$ cat src/hdl/arre_pkg.sv
// ============================================================================
// arre_pkg
// Shared types and constants for the acknowledgement range record encoder.
// ============================================================================
package arre_pkg;

    localparam int SEQ_W               = 24;
    localparam int IDX_W               = 9;
    localparam int OP_W                = 2;
    localparam int MAX_ENTRIES_DEFAULT = 256;

    localparam logic [OP_W-1:0] OP_INSERT = 2'd0;
    localparam logic [OP_W-1:0] OP_READ   = 2'd1;
    localparam logic [OP_W-1:0] OP_CLEAR  = 2'd2;
    localparam logic [OP_W-1:0] OP_UNUSED = 2'd3;

    typedef enum logic [1:0] {
        ST_OK   = 2'd0,
        ST_DUP  = 2'd1,
        ST_FULL = 2'd2,
        ST_NONE = 2'd3
    } status_t;

    typedef enum logic [1:0] {
        CMD_INSERT,
        CMD_READ,
        CMD_CLEAR,
        CMD_IGNORE
    } cmd_kind_t;

    typedef enum logic [2:0] {
        S_IDLE,
        S_SEARCH,
        S_SHIFT,
        S_PLACE,
        S_RFIRST,
        S_RWALK,
        S_RECORD,
        S_DONE
    } eng_state_t;

    typedef struct packed {
        logic [OP_W-1:0]  operation;
        logic [SEQ_W-1:0] seq_number;
    } in_item_t;

    typedef struct packed {
        status_t          status;
        logic             record_single;
        logic [SEQ_W-1:0] range_first;
        logic [SEQ_W-1:0] range_final;
        logic [IDX_W-1:0] record_index;
        logic             last_record;
    } out_item_t;

    typedef struct packed {
        cmd_kind_t        kind;
        logic [SEQ_W-1:0] value;
    } cmd_t;

endpackage

$ cat src/hdl/arre_front.sv
// ============================================================================
// arre_front
// Input queue that accepts beats, classifies the operation and buffers the
// resulting commands for the table engine.
// ============================================================================
module arre_front (
    input  logic              clk,
    input  logic              rst_n,
    input  logic              push,
    output logic              full,
    input  arre_pkg::in_item_t item,
    output logic              cmd_valid,
    output arre_pkg::cmd_t    cmd,
    input  logic              cmd_take
);

    import arre_pkg::*;

    localparam int QD  = 2;
    localparam int QPW = $clog2(QD);
    localparam int QCW = $clog2(QD + 1);

    cmd_t             slot_reg [QD];
    logic [QPW-1:0]   wr_ptr_reg, wr_ptr_next;
    logic [QPW-1:0]   rd_ptr_reg, rd_ptr_next;
    logic [QCW-1:0]   cnt_reg, cnt_next;
    cmd_t             new_cmd;
    logic             do_push;
    logic             do_pop;

    always_comb
    begin
        new_cmd.value = item.seq_number;
        unique case (item.operation)
            OP_INSERT: new_cmd.kind = CMD_INSERT;
            OP_READ:   new_cmd.kind = CMD_READ;
            OP_CLEAR:  new_cmd.kind = CMD_CLEAR;
            OP_UNUSED: new_cmd.kind = CMD_IGNORE;
        endcase
    end

    assign full      = (cnt_reg == QCW'(QD));
    assign cmd_valid = (cnt_reg != '0);
    assign cmd       = slot_reg[rd_ptr_reg];
    assign do_push   = push && !full;
    assign do_pop    = cmd_take && cmd_valid;

    always_comb
    begin
        wr_ptr_next = wr_ptr_reg;
        rd_ptr_next = rd_ptr_reg;
        cnt_next    = cnt_reg;
        if (do_push)
        begin
            wr_ptr_next = (wr_ptr_reg == QPW'(QD - 1)) ? '0 : wr_ptr_reg + 1'b1;
        end
        if (do_pop)
        begin
            rd_ptr_next = (rd_ptr_reg == QPW'(QD - 1)) ? '0 : rd_ptr_reg + 1'b1;
        end
        if (do_push && !do_pop)
        begin
            cnt_next = cnt_reg + 1'b1;
        end
        else if (do_pop && !do_push)
        begin
            cnt_next = cnt_reg - 1'b1;
        end
    end

    always_ff @(posedge clk or negedge rst_n)
    begin
        if (!rst_n)
        begin
            wr_ptr_reg <= '0;
            rd_ptr_reg <= '0;
            cnt_reg    <= '0;
        end
        else
        begin
            wr_ptr_reg <= wr_ptr_next;
            rd_ptr_reg <= rd_ptr_next;
            cnt_reg    <= cnt_next;
        end
    end

    always_ff @(posedge clk)
    begin
        if (do_push)
        begin
            slot_reg[wr_ptr_reg] <= new_cmd;
        end
    end

endmodule

$ cat config.mk
export PLATFORM = sky130hd
export DESIGN_NAME = arre_front
export DESIGN_NICKNAME = d
export VERILOG_FILES = /design/src/hdl/arre_pkg.sv /design/src/hdl/arre_front.sv
export SDC_FILE = /design/constraint.sdc
export NUM_CORES = 1
export LEC_CHECK = 0
export ABC_AREA = 1
export BUFFER_PORTS_ARGS = -buffer_cell sky130_fd_sc_hd__buf_4
export CELL_PAD_IN_SITES_DETAIL_PLACEMENT = 2
export CELL_PAD_IN_SITES_GLOBAL_PLACEMENT = 2
export CORE_UTILIZATION = 30
export CTS_CLUSTER_DIAMETER = 60
export DETAILED_ROUTE_END_ITERATION = 8
export PLACE_DENSITY_LB_ADDON = 0.1
export SYNTH_ARGS = -nofsm -noshare
export SYNTH_HDL_FRONTEND = slang
export SYNTH_SLANG_ARGS = --single-unit
$ cat constraint.sdc
create_clock -name clk -period 1.92 [get_ports clk]
set_input_delay 0.384 -clock clk [delete_from_list [all_inputs] [get_ports clk]]
set_output_delay 0.384 -clock clk [all_outputs]
set_load 0.02 [all_outputs]
==> results.cfg <==
[worst_setup_path]
rr_startpoint = cnt_reg[0]$_DFFE_PN0P_
crit_fanout = 20
crit_arrival_ps = 1350
critPathSlowestCell = dfrtp_1
worst-path-stages = 4
rrSetupSlack_ps = 490
cp_data_required_time_ps = 1540
start_kind = flip-flop
worstSetupEndpointType = output port
reg2reg_to = cnt_reg[1]$_DFFE_PN0P_
path_buf_inv = 2
endpoint = cmd[3]
critPathTopFamily = flip-flops
r2r_cells = 7
slowest_delay_ps = 450
critPathLaunch = rd_ptr_reg$_DFFE_PN0P_
worstSetupPathType = reg -> out
path_cells = buf_4, nand2_1, nand2_1, buf_4

[pwr]
combPwrFrac = 0.439
ir_drop_uv = 575
p_per_area_nw_per_um2 = 1520
p_sw_frac = 0.388
power.leakage_nw = 1.21
seq_power_share = 0.418
p_int_mw = 2.60
p_switching_mw = 1.65
clockPowerShare = 0.143

[sta]
tns_ps = 0
maxSlewViolCount = 0
max_freq_mhz = 575
skew_ps = 3.58
min_period_over_period = 0.906
finalHoldViolCount = 0
timing.slew.headroom = 0.762
period_needed_ps = 1740
hold-worst-slack_ps = 261
setup_viol = 0
worst_slew_pin_slew_ps = 353
setup_slack_ps = 181
rsz0062_at_grt = false

[synth]
synth_nets = 200
ys_types = 18
yosysMostFrequentCell = nand2_1
yosysWarnings = 0
synth_area_per_cell_sq_um = 12.8
synth.top_cells.by_count = nand2_1 (86), edfxtp_1 (52), inv_1 (6)
async_flop_share = 0.0714
netlist_area_sq_um = 2160
ys_ff_latch = 56
synth_cells = 169
yosysTopAreaCellShare = 0.722
ys_top_cells_by_area = edfxtp_1 (72%), nand2_1 (15%), dfrtp_1 (4.6%), buf_6 (2.1%), inv_1 (1.0%)
synth_top_area_cell = edfxtp_1
synth_edf_count = 52
ys.flop_type = edfxtp_1
seq_area_frac_synth = 0.769

[drt]
avgRoutedWirePerCell_um = 15.0
route.vias.total = 1415
first_pass_iters = 4
via_per_inst = 4.29
drc = 0
ant_nets = 0
wl_met3_um = 191
top_layer_used = met4
drt_iter0_drc = 62
drt_wl_total_um = 4950
met2_length_um = 2680
wirelength_met1_um = 2040

[finish]
finalNetCount = 265
area_growth_pct = 29.2
largest_reg_flops = 52
drive_gt1_frac = 0.333
instances_no_fill = 330
nFillCells = 722
diodes = 0
postLayoutCellArea_sq_um = 2790

[min_path]
hp-class = in -> reg

[run]
cap_viol_max_count = 0

[placement]
placed_cell_area_sq_um = 2710
hpwlAfterDp_um = 3730
place_ws_ps = 481
dp_cells = 322
portBuffers = 57
gp_congestion = 0.653

[clocking]
clk_pin_slew_ps = 90
clock_latency_ps = 300
clock-root-buffer = clkbuf_8
cts_buffers = 5
clk_path_buf_depth = 2
h-tree-depth = 2
cts_tree = yes
clkSinkCount = 56
cts_resized = 0

[die]
start_util = 0.315
die_y_um = 86.9
io_pins = 58
die_area_sq_um = 7550
coreArea_sq_um = 6870
rows = 30
die_w_um = 86.9

[run_status]
status = finished, final reports clean

[grt]
grt_pass1_wl_um = 8070
overflow = 0
track_usage = 0.145
grt_max_degree = 28
antenna_found_initial = 0
grt_pass1_vias = 1619
-- cell families (layout without fill, tap and decap cells) --
| logic type | after synthesis | count (layout) | share of synthesized area |
|---|---|---|---|
| AND/OR/NAND/NOR | 95 | 95 | 0.175 |
| adder cells (fa/ha/maj) | 1 | 1 | 0.00579 |
| XOR/XNOR | 1 | 1 | 0.00405 |
| AO/OA/AOI/OAI | 1 | 1 | 0.00231 |
| buffers and inverters | 15 | 80 | 0.0440 |
| flip-flops | 56 | 56 | 0.769 |
-- cell type report --
class                   instances  area (sq um)  share of cell area
clock inverters                 1          5.00             0.00179
repair buffers                 65           490               0.176
inverters                       8          35.0              0.0125
clock buffers                   6          72.6              0.0260
multi-input cells              98           408               0.146
flip-flops and latches         56          1660               0.595
well taps                      96           120              0.0430
-- power by group through the flow --
stage	Sequential (mW)	Clock [mW]	Combinational (mW)
2_1_floorplan	1.76	0	1.16
6_report	1.77	0.607	1.87
3_5_place_dp	1.81	0	1.92
3_3_place_gp	1.78	0	1.85
5_1_grt	1.80	0.694	2.06
4_1_cts	1.78	0.633	1.93
-- how the worst min path moves through the flow --
| stage | from | to | slack, ps | cells after the start |
|---|---|---|---|---|
| after floorplan | rst_n | cnt_reg[0]$_DFFE_PN0P_ | 90 | 0 |
| after global placement | rst_n | cnt_reg[0]$_DFFE_PN0P_ | 190 | 1 |
| after detailed placement | rst_n | cnt_reg[1]$_DFFE_PN0P_ | 190 | 1 |
| after CTS | item[21] | slot_reg[1][21]$_DFFE_PP_ | 250 | 1 |
| after global routing | item[22] | slot_reg[1][22]$_DFFE_PP_ | 230 | 1 |
| final | item[22] | slot_reg[1][22]$_DFFE_PP_ | 260 | 1 |
-- through the flow --
stage | utilization | total power, mW
finish | 0.407 | 4.25
floorplan | - | 2.93
detailed placement | 0.394 | 3.73
global route | 0.407 | 4.55
global placement | 0.394 | 3.63
CTS | 0.407 | 4.34
-- per-layer routing --
layer,vias to the layer above,GRT usage
met5,-,0
met4,0,0.0364
met3,5,0.0389
met2,37,0.256
met1,694,0.175
li1,679,-
-- repair_timing --
| item | 4_1_cts | 5_1_grt |
|---|---|---|
| buffers inserted | 0 | 0 |
| hold buffers | 1 | 0 |
| endpoints found under the hold margin | 4 | 0 |
-- cell usage in the layout (no fill, tap or decap) --
cell type / instances
clkbuf_1: 1
nand2_1: 86
dfrtp_1: 4
inv_6: 1
nand3_1: 2
ha_1: 1
nand2_2: 3
clkbuf_8: 5
nor2_2: 2
edfxtp_1: 52
clkinv_2: 1
inv_1: 6
nand4_1: 1
xnor2_1: 1
nor2_4: 1
inv_2: 1
o21ai_0: 1
dlygate4sd3_1: 1
buf_4: 64
(Power assumes the default switching activity.)
